File: src/rtl/utc_pkg.sv
// Package for the unicycle tracking controller: payload structs, register
// indexes, fixed-point constants and the controller-to-datapath command types.
// No dependencies.
package utc_pkg;

  localparam int unsigned CfgIdxW = 3;
  localparam int unsigned CfgDataW = 32;

  localparam logic [CfgIdxW-1:0] REG_MODE = 3'd0;
  localparam logic [CfgIdxW-1:0] REG_GAIN_X = 3'd1;
  localparam logic [CfgIdxW-1:0] REG_GAIN_Y = 3'd2;
  localparam logic [CfgIdxW-1:0] REG_GAIN_HEADING = 3'd3;
  localparam logic [CfgIdxW-1:0] REG_DB_VX = 3'd4;
  localparam logic [CfgIdxW-1:0] REG_DB_VY = 3'd5;
  localparam logic [CfgIdxW-1:0] REG_DB_TURN = 3'd6;
  localparam logic [CfgIdxW-1:0] REG_UNUSED = 3'd7;

  localparam logic [1:0] KIND_POSE = 2'd0;
  localparam logic [1:0] KIND_TARGET = 2'd1;
  localparam logic [1:0] KIND_TICK = 2'd2;
  localparam logic [1:0] KIND_UNUSED = 2'd3;

  localparam logic [1:0] MODE_OFF = 2'd0;
  localparam logic [1:0] MODE_PASS = 2'd1;
  localparam logic [1:0] MODE_LAW = 2'd2;
  localparam logic [1:0] MODE_LAW_ALT = 2'd3;

  localparam logic [17:0] SIN_A = 18'd102944;
  localparam logic [17:0] SIN_B = 18'd42048;
  localparam logic [17:0] SIN_C = 18'd4640;

  typedef struct packed {
    logic [1:0] kind;
    logic signed [31:0] pos_x;
    logic signed [31:0] pos_y;
    logic [15:0] heading;
    logic signed [31:0] vel_x;
    logic signed [31:0] vel_y;
    logic signed [31:0] turn_rate;
  } in_word_t;

  typedef struct packed {
    logic signed [31:0] cmd_speed;
    logic signed [31:0] cmd_turn;
    logic signed [31:0] err_x;
    logic signed [31:0] err_y;
    logic [15:0] err_heading;
  } out_word_t;

  // Datapath operations, one per controller step.
  typedef enum logic [3:0] {
    OP_NONE,
    OP_LOAD,      // latch the tick operands, start sine of the heading
    OP_SIN_STEP,  // one stage of the shared sine polynomial
    OP_SIN_SAVE,  // store the finished sine into a slot
    OP_MUL,       // product a*b into the accumulator
    OP_SQRT,      // one bit of the integer square root
    OP_FINISH     // assemble the result word
  } op_t;

  typedef struct packed {
    op_t op;
    logic [3:0] sel;  // operand / slot selector
    logic [2:0] step;
  } dp_cmd_t;

  typedef struct packed {
    logic dummy;
  } dp_stat_t;

  function automatic logic signed [31:0] sat32(input logic signed [65:0] x);
    if (x > 66'sd2147483647) return 32'sh7FFFFFFF;
    if (x < -66'sd2147483648) return 32'sh80000000;
    return x[31:0];
  endfunction

endpackage

File: src/rtl/utc_control.sv
// Sequencer of the unicycle tracking controller: steps the datapath through
// sine evaluations, rotation, square root and the control law for one tick.
// Depends on utc_pkg.
module utc_control (
  input  logic              clk,
  input  logic              rst,
  input  logic              start,
  output logic              busy,
  output logic              done,
  output utc_pkg::dp_cmd_t  cmd
);

  typedef enum logic [2:0] {S_IDLE, S_RUN} state_t;
  state_t state;
  logic [6:0] pc;

  // Program: returns the datapath command for one program step.
  function automatic utc_pkg::dp_cmd_t prog(input logic [6:0] p);
    utc_pkg::dp_cmd_t c;
    logic [1:0] slot;
    logic [3:0] k;
    c = '{op: utc_pkg::OP_NONE, sel: 4'd0, step: 3'd0};
    if (p < 7'd40) begin
      // Four sine evaluations of ten steps each.
      slot = (p >= 7'd30) ? 2'd3 : (p >= 7'd20) ? 2'd2 : (p >= 7'd10) ? 2'd1 : 2'd0;
      k = 4'(p - 7'(slot) * 7'd10);
      case (k)
        4'd0: c = '{op: utc_pkg::OP_LOAD, sel: {2'b0, slot}, step: 3'd0};
        4'd1: c = '{op: utc_pkg::OP_NONE, sel: 4'd0, step: 3'd0};
        4'd2: c = '{op: utc_pkg::OP_SIN_STEP, sel: 4'd0, step: 3'd1};
        4'd3: c = '{op: utc_pkg::OP_NONE, sel: 4'd1, step: 3'd0};
        4'd4: c = '{op: utc_pkg::OP_SIN_STEP, sel: 4'd1, step: 3'd2};
        4'd5: c = '{op: utc_pkg::OP_NONE, sel: 4'd2, step: 3'd0};
        4'd6: c = '{op: utc_pkg::OP_SIN_STEP, sel: 4'd2, step: 3'd3};
        4'd7: c = '{op: utc_pkg::OP_NONE, sel: 4'd3, step: 3'd0};
        4'd8: c = '{op: utc_pkg::OP_SIN_STEP, sel: 4'd3, step: 3'd4};
        default: c = '{op: utc_pkg::OP_SIN_SAVE, sel: 4'd0, step: {1'b0, slot}};
      endcase
    end else begin
      case (p)
        7'd40: c = '{op: utc_pkg::OP_NONE, sel: 4'd4, step: 3'd0};
        7'd41: c = '{op: utc_pkg::OP_MUL, sel: 4'd5, step: 3'd0};
        7'd42: c = '{op: utc_pkg::OP_MUL, sel: 4'd6, step: 3'd1};
        7'd43: c = '{op: utc_pkg::OP_MUL, sel: 4'd6, step: 3'd3};
        7'd44: c = '{op: utc_pkg::OP_MUL, sel: 4'd7, step: 3'd0};
        7'd45: c = '{op: utc_pkg::OP_MUL, sel: 4'd13, step: 3'd2};
        7'd46: c = '{op: utc_pkg::OP_MUL, sel: 4'd13, step: 3'd4};
        7'd47: c = '{op: utc_pkg::OP_MUL, sel: 4'd14, step: 3'd0};
        7'd48: c = '{op: utc_pkg::OP_MUL, sel: 4'd0, step: 3'd1};
        7'd49: c = '{op: utc_pkg::OP_SQRT, sel: 4'd0, step: 3'd1};
        7'd50: c = '{op: utc_pkg::OP_SQRT, sel: 4'd0, step: 3'd0};
        7'd83: c = '{op: utc_pkg::OP_NONE, sel: 4'd8, step: 3'd0};
        7'd84: c = '{op: utc_pkg::OP_MUL, sel: 4'd9, step: 3'd6};
        7'd85: c = '{op: utc_pkg::OP_MUL, sel: 4'd10, step: 3'd7};
        7'd86: c = '{op: utc_pkg::OP_FINISH, sel: 4'd10, step: 3'd0};
        7'd87: c = '{op: utc_pkg::OP_MUL, sel: 4'd12, step: 3'd5};
        7'd88: c = '{op: utc_pkg::OP_MUL, sel: 4'd11, step: 3'd6};
        7'd89: c = '{op: utc_pkg::OP_MUL, sel: 4'd0, step: 3'd7};
        7'd90: c = '{op: utc_pkg::OP_FINISH, sel: 4'd0, step: 3'd1};
        default: begin
          // Square-root bit steps.
          if (p > 7'd50 && p < 7'd83)
            c = '{op: utc_pkg::OP_SQRT, sel: 4'd0, step: 3'd2};
        end
      endcase
    end
    return c;
  endfunction

  assign cmd = (state == S_RUN) ? prog(pc) : prog(7'd127);
  assign busy = (state == S_RUN);

  always_ff @(posedge clk) begin
    if (rst) begin
      state <= S_IDLE;
      pc <= '0;
      done <= 1'b0;
    end else begin
      done <= 1'b0;
      case (state)
        S_IDLE: if (start) begin
          state <= S_RUN;
          pc <= '0;
        end
        S_RUN: begin
          pc <= pc + 7'd1;
          if (pc == 7'd90) begin
            state <= S_IDLE;
            done <= 1'b1;
          end
        end
        default: state <= S_IDLE;
      endcase
    end
  end

endmodule

File: config.mk
export PLATFORM = sky130hd
export DESIGN_NAME = utc_control
export DESIGN_NICKNAME = d
export VERILOG_FILES = /design/src/rtl/utc_pkg.sv /design/src/rtl/utc_control.sv
export SDC_FILE = /design/constraint.sdc
export NUM_CORES = 1
export LEC_CHECK = 0
export ABC_AREA = 1
export BUFFER_PORTS_ARGS = -buffer_cell sky130_fd_sc_hd__buf_2
export CAP_MARGIN = 20
export CORE_MARGIN = 2
export CORE_UTILIZATION = 45
export CTS_CLUSTER_DIAMETER = 120
export CTS_CLUSTER_SIZE = 30
export DETAILED_ROUTE_END_ITERATION = 16
export PLACE_DENSITY = 0.65
export SYNTH_ARGS = -nofsm -noshare
export SYNTH_HDL_FRONTEND = slang
export SYNTH_SLANG_ARGS = --single-unit
File: constraint.sdc
create_clock -name clk -period 6.3 [get_ports clk]
set_clock_uncertainty 0.1 [all_clocks]
set_input_delay 1.26 -clock clk [delete_from_list [all_inputs] [get_ports clk]]
set_output_delay 1.26 -clock clk [all_outputs]
set_load 0.02 [all_outputs]
* Word-level counts from Yosys, hierarchy flattened
Index checks and enable logic that the tools add are counted.
** Cells by class
- Equality and inequality tests :: 30
- $lt $le $gt $ge :: 6
- Muxes and demuxes :: 14
- Reduce and logical (&&, ||, !) cells :: 7
- Bitwise logic cells :: 1
- Multipliers :: 1
- $add $sub $neg :: 2
** Operator list (number)
- case mux 10 bit (19 select lines) :: 1
- case mux 9 bit (9 select lines) :: 1
- equality test 7 x 6 -> 1 bit (second input constant) :: 11
- equality test 7 bit (second input constant) :: 8
- two-way mux 11 bit :: 2
- equality test 4 x 3 -> 1 bit (second input constant) :: 4
- >= comparator 7 x 5 -> 1 bit (second input constant) :: 2
- case mux 7 bit (2 select lines) :: 1
- two-way mux 10 bit :: 1
- equality test 4 x 2 -> 1 bit (second input constant) :: 2
- adder 7 x 1 -> 7 bit (second input constant) :: 1
- >= comparator 7 x 4 -> 1 bit (second input constant) :: 1
- greater-than comparator 7 x 6 -> 1 bit (second input constant) :: 1
- less-than comparator 7 x 6 -> 1 bit (second input constant) :: 1
- less-than comparator 7 bit (second input constant) :: 1
- two-way mux 7 bit :: 1
- two-way mux 3 bit :: 2
- case mux 3 bit (2 select lines) :: 1
- equality test 4 x 1 -> 1 bit (second input constant) :: 1
- equality test 4 bit (second input constant) :: 1
- zero test 4 bit :: 1
- two-way mux 2 bit :: 2
- AND reduction 2 bit :: 2
- subtractor 4 bit :: 1
- 10 further kinds :: 11
** Word-level totals
- Output and inout port bits :: 13
- Register bits after elaboration :: 11
- Bits of input ports :: 3

* Logic depth before layout (Yosys ltp)
Gate-level depths: netlist (run 1).
- Depth after elaboration :: 10
- Mapped depth :: 20
- Gate-level depth less buffers :: 19

* Worst setup path before layout (run 1)
No wires, ideal clock.
- Path type :: register to output
- Start :: reg pc[2]
- End :: out cmd[3] (netlist bit)
- Data required time :: 4.940 ns
- Slack :: 2.566 ns
- Data arrival time :: 2.374 ns
- Cell stages (with the launch flop) :: 15
- Path through :: dfxtp_1 > buf_6 > nor2_4 > nor2_2 > nor2_4 > nand2_1 > nand2_2 > ha_1 > inv_1 > fa_1 > nor2_1 > o21ai_0 > nand3_1 > nor2_1 > nor2_1
** RTL lines
- start, declared :: RTL line utc_control.sv:15 : logic [6:0] pc;
- start signal, assigned :: RTL line utc_control.sv:86 : pc <= pc + 7'd1;
- end, declared :: RTL line utc_control.sv:10 : output utc_pkg::dp_cmd_t cmd

==> results of run 1 <==
==> state kept, by name, summed over array words and instances (netlist names) <==
| register | flops |
|---|---|
| done | 1 |
| pc | 7 |
| state | 1 |
==> path summary, 6_finish.rpt <==
check                      from            endpoint  slack, ps  cells past startpoint
max          pc[2]$_SDFFE_PP0P_              cmd[1]       1850                     18
min          pc[5]$_SDFFE_PP0P_  pc[5]$_SDFFE_PP0P_        440                      1
max reg2reg  pc[0]$_SDFFE_PP0P_  pc[6]$_SDFFE_PP0P_       4500                      7
min reg2reg  pc[5]$_SDFFE_PP0P_  pc[5]$_SDFFE_PP0P_        440                      1
==> kinds of logic (layout without fill, tap and decap cells) <==
logic type	after synthesis	after routing	share of synthesized area, %
AOI/OAI and AO/OA	25	25	11.7
xor gates and xnor gates	1	1	1.21
adders and majority gates	6	6	6.16
buffers and inverters	38	50	12.9
DFF	9	9	13.4
other	1	1	0.280
and+or+nand+nor	149	149	54.4
==> area by class of cell <==
type                    instances  area (sq um)  area share, %
clock buffers                   4          26.3           1.84
multi-input cells             182           988           69.3
inverters                      32           123           8.60
flip-flops and latches          9           180           12.6
well taps                      31          38.8           2.72
repair buffers                 14          70.1           4.91
==> cells in the final DEF, fill, tap and decap left out, types with 2 or more instances in the layout <==
master     n
nor3_1     4
buf_2     14
inv_1     23
o31ai_1    3
o21ai_1    4
a22oi_1    2
nand3_1   29
o21ai_0    7
ha_1       5
nor2_2     8
nor2_4     3
a21oi_1    3
clkbuf_4   3
nand4_1    4
nor2_1    39
dfxtp_1    9
inv_2      8
nand2_2    8
nand2_1   48
a31oi_1    2
==> report_power, final <==
| part | internal (W) | total, W | switching (W) |
|---|---|---|---|
| Combinational | 0.00000599 | 0.0000201 | 0.0000141 |
| Clock | 0.0000244 | 0.0000439 | 0.0000195 |
| Sequential | 0.0000580 | 0.0000613 | 0.00000326 |
==> layer usage <==
metal,wire length [microns],global-route usage [%]
met3,175,5.05
met2,1510,33.5
met5,0,0
met4,39,5.19
met1,1610,30.3
==> metrics by stage <==
stage	area, sq um	power [W]	utilization (%)	instances
floorplan	1340	0.0000763	-	229
global placement	1400	0.0000828	49.9	268
detailed placement	1400	0.0000823	49.9	268
CTS	1430	0.000128	50.8	272
global route	1430	0.000135	50.8	272
finish	1430	0.000125	50.8	272
==> results.yml, run 1 <==
clock_network:
  post_cts_buffers: 0
  htree_levels: 1
  cts_tree: "done"
  cts.sinks: 9
  cts_root_buf: "clkbuf_4"
  hold_buffers: 0
  cts_resized: 0
  clk-insertion-delay-late_ps: 260
  cts_buffer_depth: 2
  cts_buffers: 3
  clkTransAtPathRegs_ps: 60
outcome:
  status: "finished, final reports clean"
route:
  drtAntennaViolNets: 0
  viasPerCell: 5.35
  wl_microns: 3340
  vias: 1455
  drc_errors: 0
  drt_iter0_markers: 101
  drtPass1Iterations: 4
  wire_per_inst_microns: 12.3
sta:
  fin_tns_setup_ps: 0
  finalSetupViolations: 0
  hold_viol: 0
  relSlewSlack_pct: 60.9
  tightest_slew_ps: 586
  final_max_slew_viol_count: 0
  period_needed_ps: 4450
  hold_slack_ps: 435
  rsz0062_at_grt: "no"
  max_freq_mhz: 225
  fin_ws_ps: 1850
  fin_crit_sh_pct: 70.7
global_route:
  grt_usage_pct: 21.6
  grt_first_pass_wirelength_microns: 5780
  overflow: 0
  grt_max_degree: 13
  grt_pass1_vias: 1292
  antenna_found_initial: 0
die:
  ioPinCount: 16
  start_util_pct: 47.8
  core_area_sq_mm: 0.00281
  die_area_sq_mm: 0.00343
  die_x_microns: 58.6
  die_h_microns: 58.6
  num_rows: 19
synthesis:
  syn_avg_cell_area_sq_um: 5.86
  netlist-cell-type-count: 35
  ys_async_sr_fraction_pct: 0
  synthTopCellsByCount: "48 x nand2_1, 39 x nor2_1, 29 x nand3_1"
  ys_ff_latch: 9
  synth_edf_count: 0
  synthCells: 229
  ys_warn_count: 0
  syn_nets: 238
  synth_flop_cell: "dfxtp_1"
  syn-cell-area_sq_mm: 0.00134
  yosysMostFrequentCell: "nand2_1"
  synth_area_leaders: "dfxtp_1 13%, nand2_1 13%, nor2_1 11%, nand3_1 11%, inv_1 6.4%"
  synth.largest_area_cell: "dfxtp_1"
  ys_seq_area_share_pct: 13.4
  synth_top_area_share_pct: 13.4
critical_path:
  cp_cell_sequence: "inv_2 -> nand2_1 -> nand2_1 -> nand2_1 -> nand2_1 -> nand2_2 -> ha_1 -> inv_1 -> fa_1 -> xor2_2 -> inv_2 -> nand3_1 -> nand2_2 -> inv_2 -> o21ai_1 -> nand3_1 -> nand2_1 -> buf_2"
  crit_required_ps: 4940
  setup.worst_path.class: "reg2out"
  cp_top_family: "simple AND/OR/NAND/NOR gates"
  cp_slowest_cell: "dfxtp_1"
  setup.worst_path.end_class: "primary output"
  cp_common_cell: "nand2_1"
  cp_num_buf_inv: 5
  crit_path_max_fanout: 9
  critPathMaxStageDelay_ps: 680
  start_kind: "register"
  crit_arrival_ps: 3090
finish:
  syn2layout_area_growth_pct: 6.34
  num_antenna_cells: 0
  nNetsFinal: 251
  drive_gt1_share_pct: 21.6
  fillers: 300
placed_design:
  hpwl_microns: 2690
  gp_congestion: 0.925
  io_buffers: 14
  place_ws_ps: 2130
min_path:
  hold_class: "reg2reg"
job:
  max-cap-violations: 0
power_and_ir_drop:
  ir_worst_vdd_mv: 0.116
  power.leakage_nw: 0.718
  power_density_mw_per_mm2: 87.8
(Power assumes the default switching activity.)
==> run 2: changes to the inputs <==
--- a/config.mk
+++ b/config.mk
@@ -5,7 +5,7 @@
 export SDC_FILE = /design/constraint.sdc
 export NUM_CORES = 1
 export LEC_CHECK = 0
-export ABC_AREA = 1
+export ABC_AREA = 0
 export BUFFER_PORTS_ARGS = -buffer_cell sky130_fd_sc_hd__buf_2
 export CAP_MARGIN = 20
 export CORE_MARGIN = 2
@@ -13,7 +13,7 @@
 export CTS_CLUSTER_DIAMETER = 120
 export CTS_CLUSTER_SIZE = 30
 export DETAILED_ROUTE_END_ITERATION = 16
-export PLACE_DENSITY = 0.65
+export PLACE_DENSITY = 0.68
 export SYNTH_ARGS = -nofsm -noshare
 export SYNTH_HDL_FRONTEND = slang
 export SYNTH_SLANG_ARGS = --single-unit
==> constraint.sdc (replaced) <==
create_clock -name clk -period 3.8 [get_ports clk]
set_clock_uncertainty 0.1 [all_clocks]
set_input_delay 0.76 -clock clk [delete_from_list [all_inputs] [get_ports clk]]
set_output_delay 0.76 -clock clk [all_outputs]
set_load 0.02 [all_outputs]
==> results.yml, run 2 <==
critical_path:
  crit_path_max_fanout: 5
  reg2reg_depth: 6
  setup.worst_path.class: "reg2out"
  start_kind: "register"
  crit_arrival_ps: 3040
  setup.worst_path.end_class: "primary output"
  crit_required_ps: 2940
synthesis:
  synth_flop_cell: "dfxtp_1"
  ys_warn_count: 0
  ys_async_sr_fraction_pct: 0
  synth.largest_area_cell: "dfxtp_1"
  netlist-cell-type-count: 55
  ys_seq_area_share_pct: 14.6
  yosysMostFrequentCell: "nand2_1"
  synthCells: 185
  synth_area_leaders: "dfxtp_1 15%, nand2_1 7.0%, nor2_1 6.7%, a21oi_1 6.1%, o21ai_0 5.3%"
  synth_top_area_share_pct: 14.6
  ys_ff_latch: 9
  syn_nets: 194
  syn-cell-area_sq_mm: 0.00123
  synthTopCellsByCount: "23 x nand2_1, 22 x nor2_1, 15 x a21oi_1"
  synth_edf_count: 0
  syn_avg_cell_area_sq_um: 6.66
sta:
  finalSetupViolations: 5
  hold_viol: 0
  relSlewSlack_pct: 51.4
  rsz0062_at_grt: "yes"
  tightest_slew_ps: 721
  max_freq_mhz: 257
  final_max_slew_viol_count: 0
  fin_crit_sh_pct: 103
  fin_ws_ps: -97.8
  period_needed_ps: 3900
die:
  die_x_microns: 56.3
  ioPinCount: 16
  start_util_pct: 48.4
  die_h_microns: 56.3
  core_area_sq_mm: 0.00254
  die_area_sq_mm: 0.00317
  num_rows: 18
power_and_ir_drop:
  power_density_mw_per_mm2: 139
  power_w: 0.000217
  ir_worst_vdd_mv: 0.161
  power.leakage_nw: 0.604
route:
  wl_microns: 3880
  wl_met3_microns: 319
  drc_errors: 0
  met1Wirelength_microns: 1600
  drt_iter0_markers: 140
  drtAntennaViolNets: 0
  top_layer_used: "met4"
  dr_wl_met2_microns: 1840
  drtPass1Iterations: 5
  viasPerCell: 6.29
  vias: 1478
  wire_per_inst_microns: 16.5
finish:
  postLayoutCoreUtil_pct: 61.4
  drive_gt1_share_pct: 29.3
  regMostFlops: "pc"
  final_cell_mix: "21 x nor2_1, 21 x nand2_1, 19 x buf_4, 15 x a21oi_1"
  nNetsFinal: 215
  fillers: 235
  design_area_sq_mm: 0.00156
  largest_reg_flops: 7
  largestRegisters: "pc: 7 flops, done: 1 flops, state: 1 flops"
  num_antenna_cells: 0
  syn2layout_area_growth_pct: 26.8
global_route:
  antenna_found_initial: 0
  grt_first_pass_wirelength_microns: 5790
  grt_usage_pct: 22.4
  overflow: 0
  grt_pass1_vias: 1248
  grt_max_degree: 22
job:
  max-cap-violations: 0
clock_network:
  clkTransAtPathRegs_ps: 60
  cts_root_buf: "clkbuf_4"
  cts.sinks: 9
  hold_buffers: 0
  cts_buffer_depth: 2
  clk-insertion-delay-late_ps: 270
  cts_tree: "done"
  cts_buffers: 3
  htree_levels: 1
placed_design:
  placed_cell_area_sq_mm: 0.00133
  gp_congestion: 0.937
  hpwl_microns: 2540
  io_buffers: 14
min_path:
  whs_path_depth: 2
  hold_class: "reg2reg"
outcome:
  violations: "setup timing"
  status: "finished with violations"
[run 2: cell types whose count changed after synthesis, sizes merged, moves of 7 or more]
cell / delta
nand2: -33
nor2: -29
nand3: -26
inv: -24
a21oi: +12
clkbuf: +7
[run 2: report_power, final]
group          leakage, nW  switching, W  internal (W)
clock               0.0150     0.0000350     0.0000406
combinational        0.514     0.0000294     0.0000135
sequential          0.0754    0.00000426     0.0000943
[run 2: repair_timing]
| item | 4_1_cts | 5_1_grt |
|---|---|---|
| buffers inserted | 1 | 8 |
| endpoints found under the setup margin | 7 | 9 |
| resized for setup | 12 | 27 |
| pin swaps | 3 | 14 |
[run 2: cell families after synthesis]
logic type	synth area share [%]
buffers and inverters	7.82
AND/OR/NAND/NOR	34.3
XOR/XNOR	3.55
adder cells (fa/ha/maj)	6.70
multiplexers	1.73
other	0.304
AO/OA/AOI/OAI	31.0
flip-flops	14.6
[run 2: layer usage]
| layer | GRT usage, % | vias up |
|---|---|---|
| li1 | - | 705 |
| met1 | 30.5 | 669 |
| met2 | 37.1 | 87 |
| met3 | 1.38 | 17 |
| met4 | 8.16 | 0 |
| met5 | 0 | - |
[run 2: final cells by class]
cell class	instances	area (sq um)	share of cell area (%)
repair buffers	31	215	13.8
clock buffers	4	26.3	1.68
flip-flops and latches	9	191	12.2
well taps	30	37.5	2.40
multi-input cells	153	1060	68.0
inverters	8	30.0	1.92
[run 2: final timing paths]
check                        start                  to  slack, ps
max reg2reg     pc[0]$_SDFFE_PP0P_  pc[6]$_SDFFE_PP0P_       1950
max             pc[3]$_SDFFE_PP0P_              cmd[1]       -100
min reg2reg  state[0]$_SDFFE_PP0P_  pc[5]$_SDFFE_PP0P_        530
min          state[0]$_SDFFE_PP0P_  pc[5]$_SDFFE_PP0P_        530
[run 2: per-stage QoR]
step | setup slack (ps) | setup TNS, ps | hold WS [ps] | std cells
after global placement | 180 | 0 | 514 | 222
after CTS | -19.9 | -34.7 | 533 | 227
after detailed placement | 103 | 0 | 522 | 222
after global routing | -184 | -853 | 617 | 235
final | -97.8 | -270 | 528 | 235
after floorplan | 83.2 | 0 | 586 | 185
[run 2: critical path, cell delays in order, from the launching register on]
cell and delay, ps:
dfxtp_4 360, or2_4 260, o21ai_4 170, nor2_4 70, inv_2 60, ha_4 120, inv_2 40, fa_2 390
xnor2_2 160, or3_4 420, a31oi_4 220, a2111oi_4 60, a211o_1 300, buf_6 130
